**src/lfuc_pkg.sv**
```systemverilog
// ----------------------------------------------------------------------------
// LFU cache package
// Shared widths, constants and types of the LFU cache table.
// ----------------------------------------------------------------------------
package lfuc_pkg;

  localparam int DEFAULT_CAPACITY = 16;
  localparam int CFG_W   = 5;
  localparam int KEY_W   = 32;
  localparam int VALUE_W = 32;
  localparam int COUNT_W = 16;
  localparam int STAMP_W = 48;

  localparam logic [CFG_W-1:0]   CAP_RESET = 5'd16;
  localparam logic [COUNT_W-1:0] COUNT_MAX = 16'hFFFF;

  localparam logic OP_GET = 1'b0;
  localparam logic OP_PUT = 1'b1;

  typedef enum logic [1:0] {
    ST_IDLE,
    ST_SEARCH,
    ST_DECIDE,
    ST_COMMIT
  } state_t;

  typedef enum logic [1:0] {
    CMD_TOUCH,
    CMD_UPDATE,
    CMD_INSERT
  } cmd_kind_t;

  typedef struct packed {
    logic               valid;
    logic               have_found;
    logic               have_free;
    logic               have_victim;
    logic [VALUE_W-1:0] read_value;
    logic [COUNT_W-1:0] victim_count;
    logic [STAMP_W-1:0] victim_stamp;
  } wave_t;

  typedef struct packed {
    logic               valid;
    cmd_kind_t          kind;
    logic [STAMP_W-1:0] stamp;
  } commit_t;

endpackage

```
**src/lfuc_ctrl.sv**
```systemverilog
// ----------------------------------------------------------------------------
// LFU cache controller
// Takes requests, launches the search token, decides hit, insert or
// eviction from the token that leaves the chain and issues any update.
// ----------------------------------------------------------------------------
module lfuc_ctrl import lfuc_pkg::*; #(
  parameter int CAPACITY = DEFAULT_CAPACITY,
  localparam int IW = (CAPACITY > 1) ? $clog2(CAPACITY) : 1,
  localparam int UW = $clog2(CAPACITY + 1)
) (
  input  logic               clk,
  input  logic               rst,
  input  logic               s_tvalid,
  output logic               s_tready,
  input  logic [63:0]        s_tdata,
  input  logic               s_tuser,
  output logic               m_tvalid,
  input  logic               m_tready,
  output logic [31:0]        m_tdata,
  output logic [1:0]         m_tuser,
  input  logic               cfg_valid,
  output logic               cfg_ready,
  input  logic [CFG_W-1:0]   cfg_data,
  output logic               launch,
  input  wave_t              last_wave,
  input  logic [IW-1:0]      last_found,
  input  logic [IW-1:0]      last_free,
  input  logic [IW-1:0]      last_victim,
  input  logic [UW-1:0]      last_used,
  output logic [KEY_W-1:0]   req_key,
  output logic [VALUE_W-1:0] req_value,
  output commit_t            commit,
  output logic [IW-1:0]      commit_slot
);

  localparam int LW = ((UW > CFG_W) ? UW : CFG_W) + 1;
  localparam logic [LW-1:0] LIMIT_MAX = LW'(CAPACITY);

  state_t state;
  state_t state_next;

  logic               req_op;
  logic [CFG_W-1:0]   cap;
  logic [STAMP_W-1:0] touch_counter;

  wave_t         held;
  logic [IW-1:0] held_found;
  logic [IW-1:0] held_free;
  logic [IW-1:0] held_victim;
  logic [UW-1:0] held_used;

  logic        out_valid;
  logic        out_hit;
  logic        out_evicted;
  logic [31:0] out_value;

  logic          accept;
  logic          decide_fire;
  logic [LW-1:0] limit;
  logic          full;
  logic          evict;
  logic          needs_commit;
  cmd_kind_t     kind;
  logic [IW-1:0] slot;

  assign cfg_ready = 1'b1;
  assign m_tvalid  = out_valid;
  assign m_tdata   = out_value;
  assign m_tuser   = {out_evicted, out_hit};

  always_comb begin
    state_next = state;
    unique case (state)
      ST_IDLE:   if (s_tvalid) state_next = ST_SEARCH;
      ST_SEARCH: if (last_wave.valid) state_next = ST_DECIDE;
      ST_DECIDE: if (!out_valid || m_tready) state_next = ST_COMMIT;
      ST_COMMIT: state_next = ST_IDLE;
      default:   state_next = ST_IDLE;
    endcase
  end

  always_comb begin
    s_tready    = (state == ST_IDLE);
    decide_fire = (state == ST_DECIDE) && (!out_valid || m_tready);
  end

  assign accept = s_tvalid && s_tready;

  always_comb begin
    limit = LW'(cap);
    if (limit == '0) begin
      limit = LW'(1);
    end
    if (limit > LIMIT_MAX) begin
      limit = LIMIT_MAX;
    end
    full         = (LW'(held_used) >= limit) || !held.have_free;
    evict        = !held.have_found && (req_op == OP_PUT) && full && held.have_victim;
    needs_commit = held.have_found || (req_op == OP_PUT);
    if (held.have_found) begin
      kind = (req_op == OP_PUT) ? CMD_UPDATE : CMD_TOUCH;
      slot = held_found;
    end else begin
      kind = CMD_INSERT;
      slot = evict ? held_victim : held_free;
    end
  end

  always_ff @(posedge clk) begin
    if (rst) begin
      state         <= ST_IDLE;
      launch        <= 1'b0;
      cap           <= CAP_RESET;
      touch_counter <= '0;
      out_valid     <= 1'b0;
      commit.valid  <= 1'b0;
    end else begin
      state        <= state_next;
      launch       <= accept;
      commit.valid <= decide_fire && needs_commit;
      if (cfg_valid && cfg_ready) begin
        cap <= cfg_data;
      end
      if (decide_fire && needs_commit) begin
        touch_counter <= touch_counter + STAMP_W'(1);
      end
      if (decide_fire) begin
        commit.kind  <= kind;
        commit.stamp <= touch_counter;
      end
      if (decide_fire) begin
        out_valid <= 1'b1;
      end else if (m_tready) begin
        out_valid <= 1'b0;
      end
    end
  end

  always_ff @(posedge clk) begin
    if (accept) begin
      req_op    <= s_tuser;
      req_key   <= s_tdata[31:0];
      req_value <= s_tdata[63:32];
    end
    if ((state == ST_SEARCH) && last_wave.valid) begin
      held        <= last_wave;
      held_found  <= last_found;
      held_free   <= last_free;
      held_victim <= last_victim;
      held_used   <= last_used;
    end
    if (decide_fire) begin
      out_hit      <= held.have_found;
      out_evicted  <= evict;
      out_value    <= (held.have_found && (req_op == OP_GET)) ? held.read_value : '0;
      commit_slot  <= slot;
    end
  end

endmodule

```
**config.mk**
```make
export PLATFORM = sky130hd
export DESIGN_NAME = lfuc_ctrl
export DESIGN_NICKNAME = d
export VERILOG_FILES = /design/src/lfuc_pkg.sv /design/src/lfuc_ctrl.sv
export SDC_FILE = /design/constraint.sdc
export NUM_CORES = 1
export LEC_CHECK = 0
export CORE_UTILIZATION = 45
export CTS_CLUSTER_DIAMETER = 60
export CTS_CLUSTER_SIZE = 16
export DETAILED_ROUTE_END_ITERATION = 8
export DONT_BUFFER_PORTS = 1
export MAX_ROUTING_LAYER = met4
export PLACE_DENSITY = 0.66
export SYNTH_ARGS = -nofsm -noshare
export SYNTH_HDL_FRONTEND = slang
export SYNTH_SLANG_ARGS = --single-unit
```
**constraint.sdc**
```tcl
create_clock -name clk -period 4.35 [get_ports clk]
set_clock_uncertainty 0.1 [all_clocks]
set_input_delay 1.305 -clock clk [delete_from_list [all_inputs] [get_ports clk]]
set_output_delay 1.305 -clock clk [all_outputs]
set_load 0.01 [all_outputs]
```
==> Word level (Yosys, flattened, before mapping) <==
Index checks and enable logic that the tools add are counted.
{ "word_totals": {"out_inout_bits": 157, "regBits": 263, "inputBits": 192, "elab_cells": 64} }
{ "op_classes": {"n_eq_ne": 6, "add_sub_neg": 1, "bitwise": 2, "mux": 11, "magnitude_cmp": 2, "reduce_logical": 19} }
{ "ops": {"columns": ["operator", "count"], "rows": [
  ["48-bit by 1-bit adder with 48-bit output, second input constant", 1],
  ["1-bit logical AND", 8],
  ["4-bit 2-to-1 mux", 2],
  ["2-bit case mux with 4 select lines", 1],
  ["5-bit by 6-bit greater-or-equal comparator with 1-bit output", 1],
  ["6-bit by 5-bit greater-than comparator with 1-bit output, second input constant", 1],
  ["2-bit 2-to-1 mux", 3],
  ["6-bit 2-to-1 mux", 1],
  ["5-bit logical NOT", 1],
  ["5-bit 2-to-1 mux", 1],
  ["2-bit equality test, second input constant", 2],
  ["2-bit != test, second input constant", 2],
  ["1-bit logical NOT", 3],
  ["1-bit logical OR", 3],
  ["1-bit 2-to-1 mux", 3],
  ["3-bit AND reduction", 1],
  ["2-bit by 1-bit equality test with 1-bit output, second input constant", 1],
  ["2-bit logical NOT", 1],
  ["2-bit by 1-bit != test with 1-bit output, second input constant", 1],
  ["1-bit inverter", 2],
  ["2-bit AND reduction", 1],
  ["2-bit nonzero test", 1]
]} }

==> Depth between registers and ports, before layout <==
{ "depth": {"ltp_word": 10, "mapped_depth": 9, "mapped_depth_nobuf": 9} }

==> Least setup slack after synthesis <==
OpenSTA, ideal clock, no wires.
{ "synth_path": {"path_kind": "in2reg", "startpoint": "in rst", "endpoint": "reg commit[0] in the netlist's numbering, enable pin", "n_path_buf": 2, "arrival_ns": 3.831, "stages": 3, "slack_ns": -0.038, "setup_time_ns": 0.458, "required_ns": 3.792, "path_cell_list": "clkbuf_1 > buf_1 > nor2_1"} }
{ "synth_via": {"elab_chain_len": 2} }
{ "synth_lines": {"columns": ["element", "line", "text"], "rows": [
  ["start: declaration", "lfuc_ctrl.sv:12", "input logic rst,"],
  ["1-bit inverter (no source line)", null, null],
  ["2-bit AND reduction (no source line)", null, null],
  ["end: declaration", "lfuc_ctrl.sv:32", "output commit_t commit,"]
]} }
Every way passes these cells.
A chain may end at the register's enable or synchronous reset.

==> Worst setup path after layout <==
{ "layout_path": {"startpoint": "in m_tready", "endpoint": "reg touch_counter[39]"} }
{ "layout_via": {"elab_chain_len": 3} }
{ "layout_lines": {"columns": ["element", "line", "text"], "rows": [
  ["start: declaration", "lfuc_ctrl.sv:18", "input logic m_tready,"],
  ["1-bit logical OR", "lfuc_ctrl.sv:84", "decide_fire = (state == ST_DECIDE) && (!out_valid || m_tready);"],
  ["1-bit logical AND", "lfuc_ctrl.sv:84", null],
  ["1-bit logical AND", "lfuc_ctrl.sv:124", "if (decide_fire && needs_commit) begin"],
  ["end signal: assignment", "lfuc_ctrl.sv:125", "touch_counter <= touch_counter + STAMP_W'(1);"],
  ["end: declaration", "lfuc_ctrl.sv:44", "logic [STAMP_W-1:0] touch_counter;"]
]} }
Every way passes these cells.

==> results_dict.tcl <==
set metrics [dict create \
    postCtsHoldBufs 0 \
    io-pin-count 349 \
    timing_worst_setup_path_type "input pin to flop" \
    path_delay_family "simple AND/OR/NAND/NOR gates" \
    dr.pass1.iters 5 \
    share_of_the_core_filled_with_cells_in_the_final_layout 0.509 \
    cts_htree_levels 1 \
    cts_buffers 21 \
    timing.slew.headroom 0.239 \
    route.vias.total 4926 \
    n_antenna_cell 0 \
    crit_arrival_ps 3130 \
    synth-adder-area-share 0.0121 \
    max_clock_freq_mhz 358 \
    port_buffers 0 \
    design_power_total_mw 5.74 \
    post_synth_mux_area_share 0.00536 \
    via_per_inst 5.48 \
    drt_wl_total_microns 18100 \
    synthesized_nets 801 \
    finish.net_count 816 \
    placementRows 52 \
    multi_input_comb_area_sq_mm 0.00190 \
    gp_routability_congestion 0.780 \
    seq_cell_area_sq_mm 0.00732 \
    drive_above_1_share 0.0827 \
    drc 0 \
    die_width_microns 146 \
    die_area_sq_mm 0.0213 \
    reg2reg_slack_ps 1760 \
    vdd_ir_drop_max_mv 0.339 \
    antenna_left 0 \
    final_cell_count_no_fill 899 \
    clk_path_buf_depth 3 \
    net-switching-power_mw 1.44 \
    cp.buffers_inverters 0 \
    clock_pin_slew_worst_setup_and_hold_paths_ps 70 \
    worstReg2RegStart "touch_counter[21]" \
    post_synth_instance_area_sq_mm 0.00934 \
    syn-mean-instance-area_sq_um 15.6 \
    timing.critical_path.required_ps 4680 \
    worst_r2r_path_depth 5 \
    cts-resized-gates 0 \
    min_delay_path_depth 0 \
    min_path_type "flop to flop" \
    seqPwrFrac 0.610 \
    grt_start_max_net_pins 59 \
    routed_wirelength_normalized_by_instance_count_microns 20.2 \
    area_added_between_synthesis_and_finish_pct 10.5 \
    setup_viol 0 \
    post_detailed_placement_half_perimeter_wirelength_microns 12500 \
    critPathLaunchType "input pin" \
    placedCellCount 862 \
    synth_async_sr_flop_share 0 \
    initial_drc_count 269 \
    endpoint_of_the_most_critical_register_to_register_path "touch_counter[42]" \
    fin_crit_ps 2800 \
    synth-compound-area-share 0.0429 \
    critical_path_cell_by_cell "and2b_2, or3_4, or4_4, or4_1, a21oi_1" \
    setup.worst_path.end_class "flop" \
    switching_part_of_the_total 0.250 \
    grt_overflow_total 0 \
    timing_worst_slew_pin_value_ps 1140 \
    post_synth_xor_area_fraction 0.0244 \
    pwr-share-clk 0.315 \
    worstHoldEndpoint "commit[40]" \
    timing.final.crit_share 0.643 \
    synth_seq_area_share 0.783 \
    grt_first_pass_wirelength_microns 27400 \
    power_leakage_nw 3.34 \
    antenna_violations_before_repair 0 \
    rsz0062_at_grt "no" \
    synthCells 600 \
    worst-path-max-fanout 5 \
    number_of_enable_type_register_cells_in_the_synthesized_netlist 205 \
    clock_tree.root_cell "clkbuf_16" \
    outcome "completed" \
    groute.usage.overall 0.170 \
    critical-path-slowest-cell "or4_4" \
    crit_path_max_incr_delay_ps 530 \
    yosys.area_share.simple 0.116 \
    tritoncts_num_sinks 263 \
    clkLatencyLatePin_ps 500 \
    ys_warn_count 0 \
    cts_setup_buffers 0 \
    power_report.internal_total_mw 4.30 \
    largest_family_of_logic_cells_by_synthesized_area "simple AND/OR/NAND/NOR gates" \
    count_of_final_hold_check_violations 0 \
    ys_seq_elements 263 \
    timing_max_transition_violations_final 0 \
    core_area_sq_mm 0.0203 \
    fillers 1678 \
    power_density_mw_per_mm2 556 \
    netlist-cell-type-count 45 \
    synth_top_flop_cell "edfxtp_1" \
    worstHoldStart "touch_counter[40]" \
    first_global_vias 4753 \
    chipHeight_microns 146 \
    fin_tns_setup_ps 0 \
    cts_tree "done" \
    maxCapViolations 0 \
    power_frac_comb 0.076 \
    initial_core_util 0.460 \
]
## stage by stage
stage | setup WS [ps] | hold slack, ps | cell area [sq um]
floorplan | 793 | 322 | 9340
global placement | 1080 | 350 | 9680
detailed placement | 1040 | 363 | 9680
CTS | 1570 | 379 | 10300
global route | 1450 | 392 | 10300
finish | 1550 | 383 | 10300
## kinds of logic after synthesis
logic type / count (synthesis)
AOI/OAI and AO/OA: 67
xor gates and xnor gates: 26
adders and majority gates: 9
buffers and inverters: 32
DFF: 263
muxes: 5
other: 1
and+or+nand+nor: 197
## how the worst max path moves through the flow
stage	from	cells after the start	slack, ps	end
floorplan	rst	3	790	commit[0]
global placement	m_tready	5	1080	touch_counter[39]
detailed placement	m_tready	5	1040	touch_counter[39]
CTS	m_tready	5	1570	touch_counter[39]
global route	m_tready	6	1450	touch_counter[35]
finish	m_tready	5	1550	touch_counter[39]
## state kept, by name, indices dropped and copies added (netlist names), 2 cells and up
register and count:
cap 5, touch_counter 48, held_found 4, commit 51, state 2, held_victim 4
held_used 5, held_free 4, req_value 32, m_tdata 32, held 35, commit_slot 4
req_key 32
## cells in the mapped netlist, types with 4 or more instances
cell type  count  area [sq um]
o31ai_1        7          52.6
or3_1         14          87.6
nor4_1         6          37.5
edfxtp_1     205          6160
or4_1          7          52.6
dfxtp_1       58          1160
ha_1           9           113
mux2i_1        5          50.1
and2_1        37           231
o21ai_0       21           105
nand3_1       12          60.1
and3_1         4          25.0
a2bb2oi_1      4          35.0
xnor2_1        4          35.0
nand2_1       31           116
nor2_1        44           165
a21oi_1       25           125
inv_1         13          48.8
nand4_1       18           113
a41oi_1        4          35.0
xor2_1        22           193
clkbuf_1      11          41.3
nor3_1         7          35.0
## worst register-to-register path, delay by kind of cell, from the launching register on
family | cells | cell delay [ps]
and+or+nand+nor | 4 | 1850
DFF | 1 | 440
AOI/OAI and AO/OA | 1 | 140
## layout by cell type (no fill, tap or decap), drive strengths merged, types with 2 or more instances in the layout
master / Yosys / layout
xnor2: 4 / 4
xor2: 22 / 22
inv: 13 / 14
o31ai: 7 / 7
nor3: 7 / 7
or3: 16 / 16
clkinv: 0 / 3
and4: 3 / 3
and3: 6 / 6
ha: 9 / 9
edfxtp: 205 / 205
o211ai: 2 / 2
clkbuf: 12 / 32
and2: 37 / 37
dfxtp: 58 / 58
a2bb2oi: 4 / 4
nand2: 31 / 31
buf: 7 / 11
or4: 8 / 8
o21ai: 21 / 21
nor4: 7 / 7
nand3: 13 / 13
nand2b: 3 / 3
a21oi: 25 / 25
nor2: 44 / 44
nand4: 19 / 19
a41oi: 4 / 4
mux2i: 5 / 5
## final cells by class
class | instances | area share
Sequential cell | 263 | 0.709
Multi-Input combinational cell | 305 | 0.184
Clock buffer | 32 | 0.0559
Tap cell | 270 | 0.0327
Timing Repair Buffer | 11 | 0.00800
Clock inverter | 5 | 0.00630
Inverter | 13 | 0.00473
## power by group through the flow
stage / clock [mW] / sequential, mW / combinational [mW]
global placement: 0 / 3.55 / 0.423
finish: 1.81 / 3.50 / 0.435
CTS: 1.87 / 3.51 / 0.451
detailed placement: 0 / 3.56 / 0.451
global route: 1.96 / 3.53 / 0.494
floorplan: 0 / 3.49 / 0.329
## per-layer routing
layer / GRT usage / part of all wire
met5: - / 0
met4: 0.0495 / 0.022
met3: 0.0463 / 0.079
met2: 0.281 / 0.50
met1: 0.205 / 0.40
(Power assumes the default switching activity.)
