===== src/lfuc_pkg.sv =====
// ----------------------------------------------------------------------------
// LFU cache package
// Shared widths, constants and types of the LFU cache table.
// ----------------------------------------------------------------------------
package lfuc_pkg;

  localparam int DEFAULT_CAPACITY = 16;
  localparam int CFG_W   = 5;
  localparam int KEY_W   = 32;
  localparam int VALUE_W = 32;
  localparam int COUNT_W = 16;
  localparam int STAMP_W = 48;

  localparam logic [CFG_W-1:0]   CAP_RESET = 5'd16;
  localparam logic [COUNT_W-1:0] COUNT_MAX = 16'hFFFF;

  localparam logic OP_GET = 1'b0;
  localparam logic OP_PUT = 1'b1;

  typedef enum logic [1:0] {
    ST_IDLE,
    ST_SEARCH,
    ST_DECIDE,
    ST_COMMIT
  } state_t;

  typedef enum logic [1:0] {
    CMD_TOUCH,
    CMD_UPDATE,
    CMD_INSERT
  } cmd_kind_t;

  typedef struct packed {
    logic               valid;
    logic               have_found;
    logic               have_free;
    logic               have_victim;
    logic [VALUE_W-1:0] read_value;
    logic [COUNT_W-1:0] victim_count;
    logic [STAMP_W-1:0] victim_stamp;
  } wave_t;

  typedef struct packed {
    logic               valid;
    cmd_kind_t          kind;
    logic [STAMP_W-1:0] stamp;
  } commit_t;

endpackage


===== src/lfuc_cell.sv =====
// ----------------------------------------------------------------------------
// LFU cache cell
// Holds one entry, folds it into the passing search token and applies the
// broadcast update when the update names this slot.
// ----------------------------------------------------------------------------
module lfuc_cell import lfuc_pkg::*; #(
  parameter int CAPACITY = DEFAULT_CAPACITY,
  parameter int INDEX    = 0,
  localparam int IW = (CAPACITY > 1) ? $clog2(CAPACITY) : 1,
  localparam int UW = $clog2(CAPACITY + 1)
) (
  input  logic               clk,
  input  logic               rst,
  input  wave_t              wave_in,
  input  logic [IW-1:0]      found_in,
  input  logic [IW-1:0]      free_in,
  input  logic [IW-1:0]      victim_in,
  input  logic [UW-1:0]      used_in,
  output wave_t              wave_out,
  output logic [IW-1:0]      found_out,
  output logic [IW-1:0]      free_out,
  output logic [IW-1:0]      victim_out,
  output logic [UW-1:0]      used_out,
  input  logic [KEY_W-1:0]   req_key,
  input  logic [VALUE_W-1:0] req_value,
  input  commit_t            commit,
  input  logic [IW-1:0]      commit_slot
);

  localparam logic [IW-1:0] MY_SLOT = IW'(INDEX);

  logic               entry_valid;
  logic [KEY_W-1:0]   entry_key;
  logic [VALUE_W-1:0] entry_value;
  logic [COUNT_W-1:0] entry_count;
  logic [STAMP_W-1:0] entry_stamp;

  wave_t         wave_next;
  logic [IW-1:0] found_next;
  logic [IW-1:0] free_next;
  logic [IW-1:0] victim_next;
  logic [UW-1:0] used_next;
  logic          selected;

  assign selected = commit.valid && (commit_slot == MY_SLOT);

  always_comb begin
    wave_next   = wave_in;
    found_next  = found_in;
    free_next   = free_in;
    victim_next = victim_in;
    used_next   = used_in;
    if (entry_valid) begin
      used_next = used_in + UW'(1);
      if (!wave_in.have_found && (entry_key == req_key)) begin
        wave_next.have_found = 1'b1;
        wave_next.read_value = entry_value;
        found_next           = MY_SLOT;
      end
      if (!wave_in.have_victim ||
          ({entry_count, entry_stamp} < {wave_in.victim_count, wave_in.victim_stamp})) begin
        wave_next.have_victim  = 1'b1;
        wave_next.victim_count = entry_count;
        wave_next.victim_stamp = entry_stamp;
        victim_next            = MY_SLOT;
      end
    end else if (!wave_in.have_free) begin
      wave_next.have_free = 1'b1;
      free_next           = MY_SLOT;
    end
  end

  always_ff @(posedge clk) begin
    if (rst) begin
      wave_out <= '0;
    end else begin
      wave_out <= wave_next;
    end
  end

  always_ff @(posedge clk) begin
    found_out  <= found_next;
    free_out   <= free_next;
    victim_out <= victim_next;
    used_out   <= used_next;
  end

  always_ff @(posedge clk) begin
    if (rst) begin
      entry_valid <= 1'b0;
    end else if (selected && (commit.kind == CMD_INSERT)) begin
      entry_valid <= 1'b1;
    end
  end

  always_ff @(posedge clk) begin
    if (selected) begin
      entry_stamp <= commit.stamp;
      case (commit.kind)
        CMD_TOUCH: begin
          if (entry_count != COUNT_MAX) begin
            entry_count <= entry_count + COUNT_W'(1);
          end
        end
        CMD_UPDATE: begin
          if (entry_count != COUNT_MAX) begin
            entry_count <= entry_count + COUNT_W'(1);
          end
          entry_value <= req_value;
        end
        CMD_INSERT: begin
          entry_key   <= req_key;
          entry_value <= req_value;
          entry_count <= COUNT_W'(1);
        end
        default: begin
        end
      endcase
    end
  end

endmodule


===== config.mk =====
export PLATFORM = sky130hd
export DESIGN_NAME = lfuc_cell
export DESIGN_NICKNAME = d
export VERILOG_FILES = /design/src/lfuc_pkg.sv /design/src/lfuc_cell.sv
export SDC_FILE = /design/constraint.sdc
export NUM_CORES = 1
export LEC_CHECK = 0
export ABC_AREA = 1
export BUFFER_PORTS_ARGS = -buffer_cell sky130_fd_sc_hd__clkbuf_2
export CAP_MARGIN = 10
export CORE_UTILIZATION = 52
export CTS_CLUSTER_DIAMETER = 80
export DETAILED_ROUTE_END_ITERATION = 8
export GPL_TIMING_DRIVEN = 0
export PLACE_DENSITY = 0.81
export SETUP_SLACK_MARGIN = 0.4
export SYNTH_ARGS = -nofsm -noshare
export SYNTH_HDL_FRONTEND = slang
export SYNTH_SLANG_ARGS = --single-unit

===== constraint.sdc =====
create_clock -name clk -period 5.35 [get_ports clk]
set_input_delay 1.07 -clock clk [delete_from_list [all_inputs] [get_ports clk]]
set_output_delay 1.07 -clock clk [all_outputs]
set_load 0.01 [all_outputs]

# --- Word level (Yosys, flattened, before mapping) ---
# Index checks and enable logic that the tools add are counted.
totals:
  reg_bits: 246
  output_inout_bits: 117
classes:
  addsub: 2
  magnitude_cmp: 1
  n_eq_ne: 5
  mux: 16
  n_reduce_logical: 14
op_table:
  columns: ["cell", "count"]
  rows:
  - ["$mux 97", 1]
  - ["$lt 64x64->1", 1]
  - ["$mux 64", 1]
  - ["$eq 32x32->1", 1]
  - ["$mux 32", 1]
  - ["$pmux 16 s2", 1]
  - ["$mux 4", 6]
  - ["$add 16x1->16 const B", 1]
  - ["$mux 16", 1]
  - ["$ne 16x16->1 const B", 1]
  - ["$add 5x1->5 const B", 1]
  - ["$mux 5", 1]
  - ["$logic_not 4->1", 1]
  - ["$mux 1", 4]
  - ["$reduce_and 2->1", 2]
  - ["$reduce_or 2->1", 2]
  - ["$logic_and 1x1->1", 3]
  - ["$reduce_and 3->1", 1]
  - ["$eq 2x1->1 const B", 1]
  - ["$eq 2x2->1 const B", 1]
  - ["$logic_not 1->1", 2]
  - ["$logic_not 2->1", 1]
  - ["$ne 2x1->1 const B", 1]
  - ["$reduce_bool 2->1", 1]
  - ["$logic_or 1x1->1", 1]

# --- Longest topological paths before layout ---
# Gate-level depths: netlist of the first run.
depth:
  word_depth: 4
  mapped_depth: 20
  ltp_nobuf: 18

# --- Least setup slack after synthesis of the first run ---
# OpenSTA, ideal clock, no wires.
synth_path:
  kind: "input to register"
  startpoint: "in commit_slot[3]"
  endpoint: "reg entry_key[0] (enable)"
  setup_ns: 0.423
  arrival_time_ns: 3.978
  required_time_ns: 4.927
  slack_ns: 0.950
  cell_stages: 4
  path_cell_list: "nor2_1 -> and3_1 -> inv_1 -> nor2_1"
synth_via:
  elab_chain_len: 3
synth_lines:
  columns: ["element", "line_no", "rtl"]
  rows:
  - ["from (decl)", "lfuc_cell.sv:27", "input logic [IW-1:0] commit_slot"]
  - ["$logic_not 4->1", "lfuc_cell.sv:45", "assign selected = commit.valid && (commit_slot == MY_SLOT);"]
  - ["$logic_and 1x1->1", "lfuc_cell.sv:45", null]
  - ["named net selected", "lfuc_cell.sv:43", "logic selected;"]
  - ["$reduce_and 2->1 (no source line)", null, null]
  - ["to (signal assigned)", "lfuc_cell.sv:112", "entry_key <= req_key;"]
  - ["to (decl)", "lfuc_cell.sv:33", "logic [KEY_W-1:0] entry_key;"]
# The timed path passes the listed nets, and every way through them passes these cells.
# A chain may end at the register's enable or synchronous reset.

# --- Worst setup path in the final report of the first run ---
layout_path:
  startpoint: "reg entry_count[0]"
  endpoint: "reg entry_count[3] (enable)"
layout_via:
  elab_chain_len: 3
layout_lines:
  columns: ["element", "line_no", "rtl"]
  rows:
  - ["from (decl)", "lfuc_cell.sv:35", "logic [COUNT_W-1:0] entry_count;"]
  - ["from (signal assigned)", "lfuc_cell.sv:102", "entry_count <= entry_count + COUNT_W'(1);"]
  - ["from (signal assigned)", "lfuc_cell.sv:107", "entry_count <= entry_count + COUNT_W'(1);"]
  - ["$ne 16x16->1", "lfuc_cell.sv:101, lfuc_cell.sv:106", null]
  - ["$ne 2x1->1 (no source line)", null, null]
  - ["$reduce_and 3->1 (no source line)", null, null]
# Every way passes these cells.

==> run metrics, run 1 <==
status finished clean; worst-path maximum fanout 10; DR DRC count 0; f_max around 370 MHz; GRT Overall Usage 25.99%; power per cell area about 290 nW/um2; most common cell in the netlist inv_1; DR vias roughly 9400; post-CTS sizing 0; GRT Residual Overflow 0; detail-routed net length per standard cell between 15 and 20 um; Final WS setup approximately 2.6 ns; vias per cell 5.083; CORE AREA 21220 um2; clk_skew 0.01348 ns; Clock power frac between 40% and 50%; Lkg Pwr around 7.1 nW; Yosys top cell area share 33.83%; combinational power share approximately 10%; warnings from Yosys 0; Total Power approximately 4.2 mW; Reg2Reg Depth 13; netlist area before placement between 10000 and 15000 um2; hold buffers post-CTS 0; Synth Flop Type edfxtp_1; worst vdd ir 0.2570 mV; ANT nets after route 0; Hold Slack roughly 0.52 ns; share of layout cells above drive strength 1 about a third; async set-reset flop share out of synthesis 0%; CP Data Required Time between 5 and 6 ns; dpl ws approximately 2.1 ns; vias in the first global route approximately 9500; Fin. Hold Viols 0; switching part of the total between 20% and 30%; routed wire length ~30000 um; min cycle time layout around 2.7 ns; Die W about 150 um; number of fill cells in the layout 1629; Non-Filler Instances about 1900; synth top area cells edfxtp_1 (34%), dfxtp_1 (21%), ha_1 (7.3%), inv_1 (7.0%), a21oi_1 (6.2%); htree depth 1; Reg clk slew, reported paths ~0.060 ns; number of antenna violations at the first check in global routing 1; fin area about 14000 um2; Crit. End Element flop; EDFF count, synth approximately 130; Synth top cells by count inv_1 (213), nand2_1 (149), a21oi_1 (140); cell taking the most area after synthesis edfxtp_1; WS Path Type reg -> reg; sequential share of power between 40% and 50%; Site Rows 53; Post-DP Area between 10000 and 15000 um2; Mapped Cells between 1000 and 1500; CTS buffer count 26; setup repair after global routing missed its margin false; Post-Syn Area per Cell just under 10 um2; height of the die ~150 um; internal power component 3.238 mW; root buffer cell clkbuf_16; sequential area share after synthesis between 50% and 60%; clock buffer depth 3; full die area ~22000 um2; ant diodes 0; synth unique cells between 40 and 50; WHS Path Cells 2; dpl cells 1804; largest net degree at the start of global routing 38; Area Overhead vs Synth 26.32%; Critical Path AT about 3 ns; Hold Crit Class reg -> reg; Initial Util around 54%; first-pass GRT wire length ~45000 um; Max transition margin between 30% and 40%; top-level I/O count 355; CTS tree done; final setup vio count 0; net count after synthesis between 1000 and 1500; GP Congestion 0.8940; Pins Over Slew Limit 0; Worst Tran Pin Value about 0.90 ns; clk sinks roughly 250; port buffer count ~350; Post-layout nets between 1500 and 2000; Max Cap Viol 0; worst-skew pair later-pin latency 0.53 ns; CP Launch Type flop; hpwl dp about 23000 um; period utilization approximately half; sw power roughly 0.97 mW; post-CTS setup buffers 0; DRT Pass-1 Iters 4; initial DRC count approximately 360; FF+latch count, synth roughly 250
-- registers in the layout, indices dropped and copies added, names as in the netlist --
register and cells:
entry_value 32, entry_valid 1, victim_out 4, free_out 4
entry_count 16, entry_key 32, found_out 4, wave_out 100
used_out 5, entry_stamp 48
-- critical path: stages, from the launching register on --
cell,delay (ns)
edfxtp_1,0.46
ha_1,0.20
nand2_1,0.07
nor2_1,0.20
nand3_1,0.13
inv_1,0.10
nand2_1,0.10
nor3_2,0.15
nand3_1,0.14
nor3_2,0.17
nand2_1,0.07
nor2_1,0.17
a31oi_2,0.26
buf_6,0.24
-- final timing paths --
kind | startpoint | slack, ns | end
worst min-delay path | entry_value[6] | 0.52 | wave_out[70]
worst max-delay path | entry_count[0] | 2.65 | entry_count[3]
worst max register to register | entry_count[0] | 2.65 | entry_count[3]
worst min register to register | entry_value[6] | 0.52 | wave_out[70]
-- layout make-up --
type	instances	area [um2]	share of cell area, %
inverters	214	803.3	5.597
flip-flops and latches	246	6206	43.24
plain buffers	47	392.9	2.738
multi-input cells	666	3981	27.74
well taps	275	344.1	2.398
clock inverters	8	37.54	0.2616
repair buffers	356	1803	12.56
clock buffers	39	783.3	5.458
-- placed cells by master, fill, tap and decap left out, drive strengths merged --
cell type / n
dfxtp: 118
or2: 2
o22ai: 3
nor3b: 1
and3: 1
o2111a: 1
clkbuf: 407
nor4b: 1
o2111ai: 1
o21a: 3
nor3: 18
xnor2: 6
xor2: 14
nor2: 110
a31oi: 1
ha: 66
o21ai: 55
nor4: 3
nand2: 152
nand4: 8
a22o: 1
inv: 214
buf: 35
edfxtp: 128
nand3: 77
o211ai: 1
o221ai: 1
a21oi: 140
clkinv: 8
-- power groups by stage --
stage          sequential (mW)  clock [mW]  combinational, mW
3_5_place_dp              2.11           0              0.417
3_3_place_gp              2.10           0              0.402
6_report                  2.06        1.72              0.419
2_1_floorplan             2.13           0              0.187
4_1_cts                   2.07        1.75              0.421
5_1_grt                   2.07        1.83              0.466
-- cells by family after synthesis --
family,Yosys count,share of synthesized area (%)
simple gates,373,16.63
buf+inv,261,10.53
flops,246,54.63
compound gates,207,9.405
fa+ha+maj,66,7.269
xor+xnor,20,1.542
-- metal layers --
layer,vias up,global-route usage [%],part of all wire (%)
met5,-,0,0.058
met4,2,9.596,3.7
met3,74,7.043,8.4
met2,393,48.84,51
met1,4328,27.42,36
li1,4611,-,-
-- per-stage QoR --
stage	utilization, %	TNS, ns
floorplan	-	0
global placement	63.51	-29.26
detailed placement	63.76	0
CTS	67.63	0
global route	67.63	0
finish	67.63	0
No activity file was read; power rests on OpenSTA's default activity.
==> run 2: changes to the inputs <==
==> constraint.sdc (replaced) <==
create_clock -name clk -period 2.8 [get_ports clk]
set_input_delay 0.56 -clock clk [delete_from_list [all_inputs] [get_ports clk]]
set_output_delay 0.56 -clock clk [all_outputs]
set_load 0.01 [all_outputs]
==> run 2 against run 1 <==
Net effect: maximum frequency grew 10%; die area unchanged; via count up 2.2%; global-route usage increased by 0.055 points; clock power increased by 94%; count of clock-buffer cells in the layout increased by 3; sequential cell count unchanged; sequential share of layout area shrank 1.9 points; setup slack got worse by 2.3 ns; highest routed layer unchanged.
==> run metrics, run 2 (synthesis results as in run 1) <==
status finished clean; port buffer count 354 (unchanged); Reg clk slew, reported paths 0.06 ns (about the same); Lkg Pwr 7.281 nW (+2.8%); CORE AREA 21220 um2 (unchanged); GRT Overall Usage 26.04% (+0.055 points); setup repair after global routing missed its margin true; final setup vio count 0 (unchanged); f_max 408.6 MHz (+10%); Max Cap Viol 0 (unchanged); DRT Pass-1 Iters 5 (+1); Initial Util 53.54% (unchanged); ant diodes 0 (unchanged); number of antenna violations at the first check in global routing 1 (unchanged); CP peak stage delay 0.39 ns (-0.07 ns); Crit. End Element flop; worst-path maximum fanout 8 (-2); dpl ws -0.1109 ns (-2.246 ns); height of the die 149.8 um (unchanged); Final WS setup 0.3524 ns (-2.296 ns); clock buffer depth 3 (unchanged); Post-DP Area 13500 um2 (-0.20%); hpwl dp 22170 um (-2.8%); clk_skew 0.02113 ns (+0.007650 ns); Area Overhead vs Synth 32.11%; Largest register FFs 100 (unchanged); WS Path Type reg -> reg; worst-skew pair later-pin latency 0.54 ns (about the same); most frequent cells in the layout clkbuf_2 (355), inv_1 (211), nand2_1 (142); Buf/Inv on CP 1 (-1); DR vias 9614 (+2.2%); share of layout cells above drive strength 1 36.27% (+4.8 points); period utilization 87.41% (+37 points); fin area 15010 um2 (+4.6%); CTS tree done; Post-layout nets 1884 (+1.2%); Biggest register wave_out; post-layout util 70.73% (+3.1 points); detail-routed net length per standard cell 16.88 um (+5.9%); CP top delay family simple AND/OR/NAND/NOR gates; CTS buffer count 27 (+3.8%); largest net degree at the start of global routing 51 (+34%); most common cell after layout, fill and taps aside clkbuf_2; Hold Slack 0.1953 ns (-0.3293 ns); hold buffers post-CTS 0 (unchanged); Critical Path AT 2.68 ns (-0.31 ns); root buffer cell clkbuf_16; routed wire length 31640 um (+7.2%); htree depth 1 (unchanged); vias per cell 5.130 (+0.94%); vias in the first global route 9236 (-2.3%); DR DRC count 0 (unchanged); Die W 149.8 um (unchanged); clk sinks 246 (unchanged); Fin. Hold Viols 0 (unchanged); CP Cell Sequence ha_2, nand2_2, nor2_4, nand3_2, inv_2, nand2_4, nor3_4, nand3_2, nor3_2, nand2_1, nor2_4, a31oi_4; ANT nets after route 0 (unchanged); Worst path slowest cell edfxtp_1; CP Launch Type flop; GRT Residual Overflow 0 (unchanged); full die area 22440 um2 (unchanged); CP Data Required Time 3.04 ns (-2.60 ns); Max transition margin 37.06% (-2.5 points); top-level I/O count 355 (unchanged); Worst Tran Pin Value 0.9419 ns (+0.03779 ns); GP Congestion 0.8736 (-2.3%); power per cell area 544.6 nW/um2 (+86%); first-pass GRT wire length 45260 um (-0.29%); Site Rows 53 (unchanged); initial DRC count 533 (+48%); number of fill cells in the layout 1532 (-6.0%); min cycle time layout 2.448 ns (-0.2535 ns); Pins Over Slew Limit 0 (unchanged); worst vdd ir 0.5138 mV (+100%); Largest regs wave_out (100), entry_stamp (48); Hold Crit Class in -> reg
## run 2: cell count changes in the layout (fill, tap and decap cells not counted), moves of 5 or more
cell | previous run | this run
a21oi_1 | 140 | 101
a21oi_2 | 0 | 39
buf_4 | 5 | 19
clkbuf_16 | 29 | 37
nand2_1 | 149 | 142
o21ai_0 | 52 | 46
o21ai_1 | 3 | 9
buf_6 | 11 | 6
ha_1 | 66 | 61
nand2_2 | 2 | 7
nor2_1 | 107 | 102
## run 2: layout make-up
cell class                 instances  area, um2  share of cell area [%]
tap                              275      344.1                   2.292
inverter                         214      803.3                   5.352
multi-input combinational        667       4315                   28.75
sequential                       246       6206                   41.35
clock buffer                      42      794.5                   5.293
clock inverter                     6      30.03                  0.2001
timing repair buffer             377       2088                   13.91
buffer                            47      427.9                   2.851
## run 2: where the power goes
group | leakage, nW | total (mW) | switching (mW) | internal (mW)
logic | 4.74 | 0.892 | 0.482 | 0.410
clock network | 0.402 | 3.34 | 1.40 | 1.94
registers | 2.14 | 3.95 | 0.0400 | 3.91
## run 2: stage by stage
stage | setup TNS [ns] | instances | power, mW
global route | 0 | 1874 | 8.451
floorplan | 0 | 1173 | 4.424
CTS | 0 | 1853 | 8.112
detailed placement | -4.262 | 1802 | 4.809
finish | 0 | 1874 | 8.174
global placement | -1.317 | 1802 | 4.781
## run 2: what timing repair did
action / in CTS / in global routing
gates cloned: 1 / 8
pin swaps: 1 / 28
setup endpoints to repair: 16 / 153
gates resized for setup: 5 / 86
setup buffers: 2 / 13
## run 2: worst paths after layout
kind / startpoint / slack [ns] / cells past startpoint / endpoint
worst min register to register: entry_value[0] / 0.51 / 2 / wave_out[64]
worst max-delay path: entry_count[0] / 0.35 / 12 / entry_count[15]
worst max register to register: entry_count[0] / 0.35 / 12 / entry_count[15]
worst min-delay path: commit[34] / 0.20 / 1 / entry_stamp[34]
## run 2: per-layer routing
metal | up-vias | GRT usage [%] | share of wire [%]
met5 | - | 0 | 0.041
li1 | 4662 | - | -
met2 | 429 | 46.71 | 51
met4 | 2 | 11.92 | 4.4
met1 | 4422 | 28.34 | 36
met3 | 99 | 7.287 | 9.3
